File: src/rtl/core/ffpa_pkg.sv
package ffpa_pkg;

  // default pool geometry
  localparam int POOL_BYTES_DEF   = 128;
  localparam int HEADER_BYTES_DEF = 4;

  // fixed field widths
  localparam int REQ_W    = 8;
  localparam int OFFSET_W = 7;

  // walk outcome reported by the cell row
  typedef struct packed {
    logic                hit;
    logic                fail;
    logic [OFFSET_W-1:0] offset;
  } walk_status_t;

endpackage

File: src/rtl/core/ffpa_cell.sv
module ffpa_cell #(
  parameter int  POOL_BYTES   = ffpa_pkg::POOL_BYTES_DEF,
  parameter int  HEADER_BYTES = ffpa_pkg::HEADER_BYTES_DEF,
  parameter bit  FIRST        = 1'b0,
  localparam int SW           = $clog2(POOL_BYTES),
  localparam int OW           = $clog2(POOL_BYTES + 1)
) (
  input  logic                          clk,
  input  logic                          rst,
  input  logic                          start,
  input  logic                          split_any,
  input  logic                          left_pass,
  input  logic [ffpa_pkg::REQ_W-1:0]    left_want,
  input  logic [OW-1:0]                 left_off,
  input  logic                          left_valid,
  input  logic                          left_free,
  input  logic [SW-1:0]                 left_size,
  input  logic                          left_split,
  input  logic [SW-1:0]                 left_rest,
  output logic                          pass,
  output logic [ffpa_pkg::REQ_W-1:0]    pass_want,
  output logic [OW-1:0]                 pass_off,
  output logic                          valid,
  output logic                          free,
  output logic [SW-1:0]                 size,
  output logic                          split,
  output logic [SW-1:0]                 rest,
  output logic                          hit,
  output logic                          fail,
  output logic [ffpa_pkg::OFFSET_W-1:0] hit_offset
);

  localparam int EW = ((SW > ffpa_pkg::REQ_W) ? SW : ffpa_pkg::REQ_W) + 2;
  localparam int AW = OW + 4;
  localparam logic [EW-1:0] HDR_E = EW'(HEADER_BYTES);
  localparam logic [AW-1:0] HDR_A = AW'(HEADER_BYTES);
  localparam logic [SW-1:0] INIT_SIZE = SW'(POOL_BYTES - HEADER_BYTES);

  logic                       tok;
  logic [ffpa_pkg::REQ_W-1:0] want;
  logic [OW-1:0]              off;
  logic                       visited;

  logic [EW-1:0] size_e;
  logic [EW-1:0] want_e;
  logic [EW-1:0] rest_e;
  logic [AW-1:0] next_off;
  logic [AW-1:0] data_off;
  logic          fits;

  always_comb begin
    size_e   = EW'(size);
    want_e   = EW'(want);
    rest_e   = size_e - want_e - HDR_E;
    fits     = valid && free && (size_e >= want_e);
    hit      = tok && fits;
    split    = hit && (size_e > (want_e + HDR_E));
    rest     = rest_e[SW-1:0];
    fail     = tok && !valid;
    pass     = tok && valid && !fits;
    next_off = AW'(off) + AW'(size) + HDR_A;
    pass_off = next_off[OW-1:0];
    pass_want = want;
    data_off = AW'(off) + HDR_A;
    hit_offset = data_off[ffpa_pkg::OFFSET_W-1:0];
  end

  // token carries the request one cell per cycle
  always_ff @(posedge clk) begin
    want <= left_want;
    off  <= left_off;
    if (rst) begin
      tok     <= 1'b0;
      visited <= 1'b0;
    end else begin
      tok     <= left_pass;
      visited <= start ? 1'b0 : (visited | tok);
    end
  end

  // block record: take on a hit, shift right on an insertion upstream
  always_ff @(posedge clk) begin
    if (rst) begin
      valid <= FIRST;
      free  <= 1'b1;
      size  <= INIT_SIZE;
    end else if (hit) begin
      free <= 1'b0;
      if (split) begin
        size <= want_e[SW-1:0];
      end
    end else if (split_any && !visited && !tok) begin
      if (left_split) begin
        valid <= 1'b1;
        free  <= 1'b1;
        size  <= left_rest;
      end else begin
        valid <= left_valid;
        free  <= left_free;
        size  <= left_size;
      end
    end
  end

endmodule

File: src/rtl/core/ffpa_ctrl.sv
module ffpa_ctrl (
  input  logic                          clk,
  input  logic                          rst,
  input  logic                          in_valid,
  output logic                          in_stall,
  input  logic [ffpa_pkg::REQ_W-1:0]    request_size,
  output logic                          start,
  input  ffpa_pkg::walk_status_t        status,
  output logic                          out_valid,
  input  logic                          out_stall,
  output logic                          granted,
  output logic [ffpa_pkg::OFFSET_W-1:0] data_offset
);

  localparam logic [1:0] ST_IDLE = 2'd0;
  localparam logic [1:0] ST_WALK = 2'd1;
  localparam logic [1:0] ST_DONE = 2'd2;

  logic [1:0]                    state;
  logic [1:0]                    state_next;
  logic                          res_grant;
  logic [ffpa_pkg::OFFSET_W-1:0] res_off;
  logic                          in_xfer;
  logic                          out_free;

  assign in_stall = (state != ST_IDLE);
  assign in_xfer  = in_valid && !in_stall;
  assign start    = in_xfer && (request_size != '0);
  assign out_free = !out_valid || !out_stall;

  always_comb begin
    state_next = state;
    case (state)
      ST_IDLE: begin
        if (in_xfer) begin
          state_next = (request_size == '0) ? ST_DONE : ST_WALK;
        end
      end
      ST_WALK: begin
        if (status.hit || status.fail) begin
          state_next = ST_DONE;
        end
      end
      ST_DONE: begin
        if (out_free) begin
          state_next = ST_IDLE;
        end
      end
      default: state_next = ST_IDLE;
    endcase
  end

  always_ff @(posedge clk) begin
    if (rst) begin
      state <= ST_IDLE;
    end else begin
      state <= state_next;
    end
  end

  // hold the walk outcome until the output slot frees up
  always_ff @(posedge clk) begin
    if (state == ST_IDLE) begin
      res_grant <= 1'b0;
      res_off   <= '0;
    end else if (state == ST_WALK && status.hit) begin
      res_grant <= 1'b1;
      res_off   <= status.offset;
    end
  end

  always_ff @(posedge clk) begin
    if (rst) begin
      out_valid <= 1'b0;
    end else if (state == ST_DONE && out_free) begin
      out_valid <= 1'b1;
    end else if (!out_stall) begin
      out_valid <= 1'b0;
    end
  end

  always_ff @(posedge clk) begin
    if (state == ST_DONE && out_free) begin
      granted     <= res_grant;
      data_offset <= res_off;
    end
  end

endmodule

File: src/rtl/core/first_fit_pool_allocator.sv
// Timing: on transfer a request's token enters cell 0 and walks the cell row until a cell hits or fails;
// the outcome is held in ctrl and moves to the output register once the output slot is free.
// A zero-size request skips the walk and goes straight to a refused result.
// Throughput: one request at a time; the token walk over the cell row, one block per cycle,
// sets the pace. The next request is taken as soon as the result enters the output register.
// Reset (synchronous): cell 0 holds one free block spanning the pool, all other cells empty.
module first_fit_pool_allocator #(
  parameter int POOL_BYTES   = ffpa_pkg::POOL_BYTES_DEF,
  parameter int HEADER_BYTES = ffpa_pkg::HEADER_BYTES_DEF
) (
  input  logic                          clk,
  input  logic                          rst,
  input  logic                          in_valid,
  output logic                          in_stall,
  input  logic [ffpa_pkg::REQ_W-1:0]    request_size,
  output logic                          out_valid,
  input  logic                          out_stall,
  output logic                          granted,
  output logic [ffpa_pkg::OFFSET_W-1:0] data_offset
);

  localparam int NCELL = POOL_BYTES / (HEADER_BYTES + 1);
  localparam int SW    = $clog2(POOL_BYTES);
  localparam int OW    = $clog2(POOL_BYTES + 1);

  logic                          start;
  logic                          split_any;
  ffpa_pkg::walk_status_t        status;

  logic                          c_pass   [NCELL];
  logic [ffpa_pkg::REQ_W-1:0]    c_want   [NCELL];
  logic [OW-1:0]                 c_off    [NCELL];
  logic                          c_valid  [NCELL];
  logic                          c_free   [NCELL];
  logic [SW-1:0]                 c_size   [NCELL];
  logic                          c_split  [NCELL];
  logic [SW-1:0]                 c_rest   [NCELL];
  logic                          c_hit    [NCELL];
  logic                          c_fail   [NCELL];
  logic [ffpa_pkg::OFFSET_W-1:0] c_hitoff [NCELL];

  genvar gi;
  generate
    for (gi = 0; gi < NCELL; gi++) begin : g_cell
      if (gi == 0) begin : g_head
        ffpa_cell #(
          .POOL_BYTES   (POOL_BYTES),
          .HEADER_BYTES (HEADER_BYTES),
          .FIRST        (1'b1)
        ) u_cell (
          .clk        (clk),
          .rst        (rst),
          .start      (start),
          .split_any  (split_any),
          .left_pass  (start),
          .left_want  (request_size),
          .left_off   ('0),
          .left_valid (1'b0),
          .left_free  (1'b0),
          .left_size  ('0),
          .left_split (1'b0),
          .left_rest  ('0),
          .pass       (c_pass[gi]),
          .pass_want  (c_want[gi]),
          .pass_off   (c_off[gi]),
          .valid      (c_valid[gi]),
          .free       (c_free[gi]),
          .size       (c_size[gi]),
          .split      (c_split[gi]),
          .rest       (c_rest[gi]),
          .hit        (c_hit[gi]),
          .fail       (c_fail[gi]),
          .hit_offset (c_hitoff[gi])
        );
      end else begin : g_body
        ffpa_cell #(
          .POOL_BYTES   (POOL_BYTES),
          .HEADER_BYTES (HEADER_BYTES),
          .FIRST        (1'b0)
        ) u_cell (
          .clk        (clk),
          .rst        (rst),
          .start      (start),
          .split_any  (split_any),
          .left_pass  (c_pass[gi-1]),
          .left_want  (c_want[gi-1]),
          .left_off   (c_off[gi-1]),
          .left_valid (c_valid[gi-1]),
          .left_free  (c_free[gi-1]),
          .left_size  (c_size[gi-1]),
          .left_split (c_split[gi-1]),
          .left_rest  (c_rest[gi-1]),
          .pass       (c_pass[gi]),
          .pass_want  (c_want[gi]),
          .pass_off   (c_off[gi]),
          .valid      (c_valid[gi]),
          .free       (c_free[gi]),
          .size       (c_size[gi]),
          .split      (c_split[gi]),
          .rest       (c_rest[gi]),
          .hit        (c_hit[gi]),
          .fail       (c_fail[gi]),
          .hit_offset (c_hitoff[gi])
        );
      end
    end
  endgenerate

  // only one cell holds the token, so plain OR gathers its outcome
  always_comb begin
    split_any     = 1'b0;
    status.hit    = 1'b0;
    status.fail   = c_pass[NCELL-1];
    status.offset = '0;
    for (int i = 0; i < NCELL; i++) begin
      split_any     = split_any | c_split[i];
      status.hit    = status.hit | c_hit[i];
      status.fail   = status.fail | c_fail[i];
      status.offset = status.offset | (c_hit[i] ? c_hitoff[i] : '0);
    end
  end

  ffpa_ctrl u_ctrl (
    .clk          (clk),
    .rst          (rst),
    .in_valid     (in_valid),
    .in_stall     (in_stall),
    .request_size (request_size),
    .start        (start),
    .status       (status),
    .out_valid    (out_valid),
    .out_stall    (out_stall),
    .granted      (granted),
    .data_offset  (data_offset)
  );

endmodule

File: config.mk
export PLATFORM = sky130hd
export DESIGN_NAME = first_fit_pool_allocator
export DESIGN_NICKNAME = d
export VERILOG_FILES = /design/src/rtl/core/ffpa_pkg.sv /design/src/rtl/core/ffpa_cell.sv /design/src/rtl/core/ffpa_ctrl.sv /design/src/rtl/core/first_fit_pool_allocator.sv
export SDC_FILE = /design/constraint.sdc
export NUM_CORES = 2
export LEC_CHECK = 0
export ABC_CLOCK_PERIOD_IN_PS = 8400
export BUFFER_PORTS_ARGS = -buffer_cell sky130_fd_sc_hd__buf_2
export CAP_MARGIN = 40
export CELL_PAD_IN_SITES_DETAIL_PLACEMENT = 1
export CELL_PAD_IN_SITES_GLOBAL_PLACEMENT = 1
export CORE_UTILIZATION = 30
export DETAILED_ROUTE_END_ITERATION = 8
export GPL_ROUTABILITY_DRIVEN = 0
export GPL_TIMING_DRIVEN = 0
export PLACE_DENSITY_LB_ADDON = 0.08
export SETUP_SLACK_MARGIN = 0.02
export SLEW_MARGIN = 20
export SYNTH_ARGS = -nofsm -noshare
export SYNTH_HDL_FRONTEND = slang
export SYNTH_HIERARCHICAL = 1
export SYNTH_SLANG_ARGS = --single-unit
File: constraint.sdc
create_clock -name clk -period 8.4 [get_ports clk]
set_input_delay 1.68 -clock clk [delete_from_list [all_inputs] [get_ports clk]]
set_output_delay 1.68 -clock clk [all_outputs]
set_load 0.02 [all_outputs]
# Word level (Yosys, flattened, before mapping)
# Index checks and enable logic that the tools add are counted.
# classes
addsub	144
n_lt_le_gt_ge	50
n_eq_ne	31
n_mux	229
bitwise_logic	147
n_reduce_logical	415
# op_table
operator	count
$mux 7	123
$add 7x3->7 const B	48
$gt 7x10->1	25
$logic_and 1x1->1	229
$add 8x3->9 const B	25
$ge 7x8->1	25
$sub 7x3->7 const B	24
$sub 7x7->7	24
$add 7x7->7	23
$or 7x7->7	23
$logic_not 1->1	103
$mux 1	100
$reduce_and 2->1	50
$or 1x1->1	98
$ne 2x1->1 const B	29
$reduce_bool 2->1	26
$not 1->1	25
$logic_not 8->1	1
$mux 2	4
$reduce_bool 8->1	1
$or 3x7->7	1
$pmux 2 s3	1
$mux 3	1
$reduce_and 3->1	1
other kinds (5)	6
# word_totals
ff_bits	662
in_bits	12
output_inout_bits	10
wordCells	1196

# Depth between registers and ports, before layout
# logic_depth
depth_word	32
ltp_mapped	17
ltp_nobuf	16

# By module
# The synthesis kept the hierarchy.
# modules_own_cells
module	n_inst	cells_per_inst	area_each_um2	seq_area_each_um2
ffpa_cell at g_cell[10].g_body.u_cell ...	11	210	2035.7	540.5
ffpa_cell at g_cell[18].g_body.u_cell ...	10	200	1994.4	540.5
ffpa_cell at g_cell[24].g_body.u_cell	1	202	2049.5	540.5
ffpa_cell at g_cell[0].g_head.u_cell	1	210	2033.2	540.5
ffpa_cell at g_cell[9].g_body.u_cell	1	212	2000.7	540.5
ffpa_cell at g_cell[7].g_body.u_cell	1	213	1980.6	540.5
first_fit_pool_allocator	1	165	1119.8	0.0
ffpa_ctrl	1	58	780.7	460.4

# Worst setup path after synthesis
# OpenSTA, ideal clock, no wires.
# synth_timing
kind	register to register
start	register g_cell[5].g_body.u_cell.want (netlist bit g_cell[5].g_body.u_cell/pass_want[2])
end	register g_cell[9].g_body.u_cell.size[2]
setup_time_ns	0.120
arrival_time_ns	4.529
required_ns	8.280
slack_ns	3.751
path_stages_with_launch	15
n_path_buf	1
synth_period_minus_slack_ns	4.649
cell_sequence	dfxtp_1 > ha_1 > xnor2_1 > ha_1 > and4b_1 > a221o_1 > a31oi_4 > nor3_1 > or4_1 > nor4_1 > nand4_1 > and2_1 > clkbuf_1 > or4_1 > o31a_1
# synth_lines
element	line	text
start, declared	ffpa_cell.sv:40	logic [ffpa_pkg::REQ_W-1:0] want;
start signal, assigned	ffpa_cell.sv:70	want <= left_want;
end signal, assigned	ffpa_cell.sv:90	size <= want_e[SW-1:0];
end signal, assigned	ffpa_cell.sv:96	size <= left_rest;
end signal, assigned	ffpa_cell.sv:100	size <= left_size;
end, declared	ffpa_cell.sv:25	output logic [SW-1:0] size,

==> impl_metrics.tcl <==
set metrics [dict create \
    grt_pass1_vias 40300 \
    grt_pass1_wl_mm 251 \
    vias 37600 \
    numCtsBuffers 93 \
    hold_buffers 0 \
    layout_setup_ws_ns 2.00 \
    synthCells 5158 \
    critPathLaunchType "flop" \
    final_util 0.339 \
    grt_remaining_overflow 0 \
    syn_to_final_growth_pct 12.4 \
    fillers 19100 \
    finalSetupViolCount 0 \
    routed_wl_mm 162 \
    clock_latency_ns 0.71 \
    whs_path_depth 0 \
    final-hold-violation-count 0 \
    critical_path_class "reg2reg" \
    post_cts.repair.setup_buffers 0 \
    die_h_um 412 \
    path_max_fanout 11 \
    drt_iter0_drc 1432 \
    ff2ff_path_depth 17 \
    drtPass1Iterations 5 \
    rr_startpoint "g_cell[18].g_body.u_cell/pass_want[2]" \
    status "finished clean" \
    cts-root-buf "clkbuf_16" \
    vdd_drop_max_v 0.000154 \
    htreeDepth 3 \
    via_per_inst 4.95 \
    nets 6276 \
    drc 0 \
    crit_start "g_cell[18].g_body.u_cell/pass_want[2]" \
    coreArea_mm2 0.167 \
    stdcell_count 7595 \
    worstHoldStart "g_cell[13].g_body.u_cell/pass_want[0]" \
    ios 22 \
    antenna_found_initial 2 \
    path_clk_slew_ns 0.06 \
    timing.max_cap.violations 0 \
    setup_tns_ns 0 \
    layout-drive-gt1-share 0.104 \
    synth_area_mm2 0.0504 \
    pre_cts_ws_ns 1.92 \
    tritoncts "built" \
    cp.required_ns 9.00 \
    whs_ns 0.380 \
    start_util 0.302 \
    hpwl_mm 133 \
    max-slew-margin-rel 0.399 \
    worstPathArrival_ns 6.99 \
    grt_usage 0.192 \
    finalClockSkew_ns 0.0365 \
    die_w_um 412 \
    syn_area_per_cell_um2 9.78 \
    cts_max_path_buffers 3 \
    p_leak_nw 26.7 \
    rsz0062_at_grt "no" \
    grt_max_degree 38 \
    fmax_ghz 0.156 \
    placed_cells 7421 \
    cp-end-kind "flop" \
    worstMarginPinSlew_ns 0.897 \
    min_period_ns 6.40 \
    drv_slew 0 \
    ctsResizeCount 0 \
    ant_nets 0 \
    power.density_mw_per_mm2 206 \
    ys_warn_count 6 \
    wl_per_cell_um 21.4 \
    die_area_mm2 0.170 \
    num_rows 150 \
    cts_sinks 669 \
    io_buffers 21 \
    holdCritPathClass "reg2reg" \
    period_share 0.762 \
]
==> state kept, by name, summed over array words and instances (netlist names), 2 cells and up <==
signal / cells
g_cell.g_head.u_cell/size: 7
g_cell.g_body.u_cell/tok: 24
g_cell.g_body.u_cell/free: 24
g_cell.g_body.u_cell/visited: 24
g_cell.g_head.u_cell/off: 7
g_cell.g_body.u_cell/off: 168
g_cell.g_body.u_cell/pass_want: 192
u_ctrl/state: 2
u_ctrl/data_offset: 7
g_cell.g_head.u_cell/pass_want: 8
g_cell.g_body.u_cell/size: 168
u_ctrl/res_off: 7
g_cell.g_body.u_cell/valid: 24
==> cells in the final DEF (no fill, tap or decap), types with 122 or more instances in the layout <==
| cell type | count |
|---|---|
| nand2_1 | 122 |
| mux2i_1 | 199 |
| nor2_1 | 229 |
| mux2_2 | 144 |
| a211oi_1 | 172 |
| a21oi_1 | 199 |
| ha_1 | 853 |
| inv_1 | 719 |
| xnor2_1 | 268 |
| dfxtp_1 | 661 |
==> area by class of cell <==
| cell class | count | area (µm²) | share of cell area |
|---|---|---|---|
| clock inverters | 15 | 183 | 0.00322 |
| flip-flops and latches | 669 | 13500 | 0.238 |
| diodes | 1 | 2.50 | 0.0000441 |
| well taps | 2204 | 2760 | 0.0486 |
| repair buffers | 37 | 235 | 0.00415 |
| inverters | 743 | 2820 | 0.0497 |
| multi-input cells | 3615 | 33400 | 0.588 |
| clock buffers | 157 | 2960 | 0.0523 |
| plain buffers | 154 | 902 | 0.0159 |
==> report_power, final <==
part           internal [W]  switching (W)
clock               0.00248        0.00161
sequential          0.00362       0.000493
combinational       0.00159        0.00188
==> stage by stage <==
stage               total power [W]  area, µm²
floorplan                   0.00652      50500
finish                       0.0117      56700
global route                 0.0124      56700
global placement            0.00765      53400
CTS                          0.0119      56700
detailed placement          0.00768      53500
==> layer usage <==
layer  track usage  vias up  share of wire
li1              -    18600              -
met1         0.267    18600           0.50
met2         0.318      300           0.46
met3        0.0209      161          0.022
met4        0.0370        0          0.017
met5             0        -              0
==> critical path, stage by stage, from the launching register on <==
cell and delay, ns:
dfxtp_1 0.54, ha_1 0.32, xnor2_1 0.15, ha_1 0.26
and4b_1 0.23, a221o_1 0.40, a31oi_4 0.37, nor3_2 0.23
nor4_1 0.72, nand2_1 0.28, nor4_2 0.62, nand4_1 0.69
buf_8 0.38, buf_6 0.17, nand2_1 0.09, clkbuf_1 0.39
o311ai_0 0.24, o211a_1 0.17
==> worst paths after layout <==
path | endpoint | slack [ns]
min reg2reg | g_cell[14].g_body.u_cell/pass_want[0] | 0.38
min | g_cell[14].g_body.u_cell/pass_want[0] | 0.38
max | g_cell[1].g_body.u_cell/size[0] | 2.00
max reg2reg | g_cell[1].g_body.u_cell/size[0] | 2.00
Note: power is estimated with default switching activity, not from simulation.
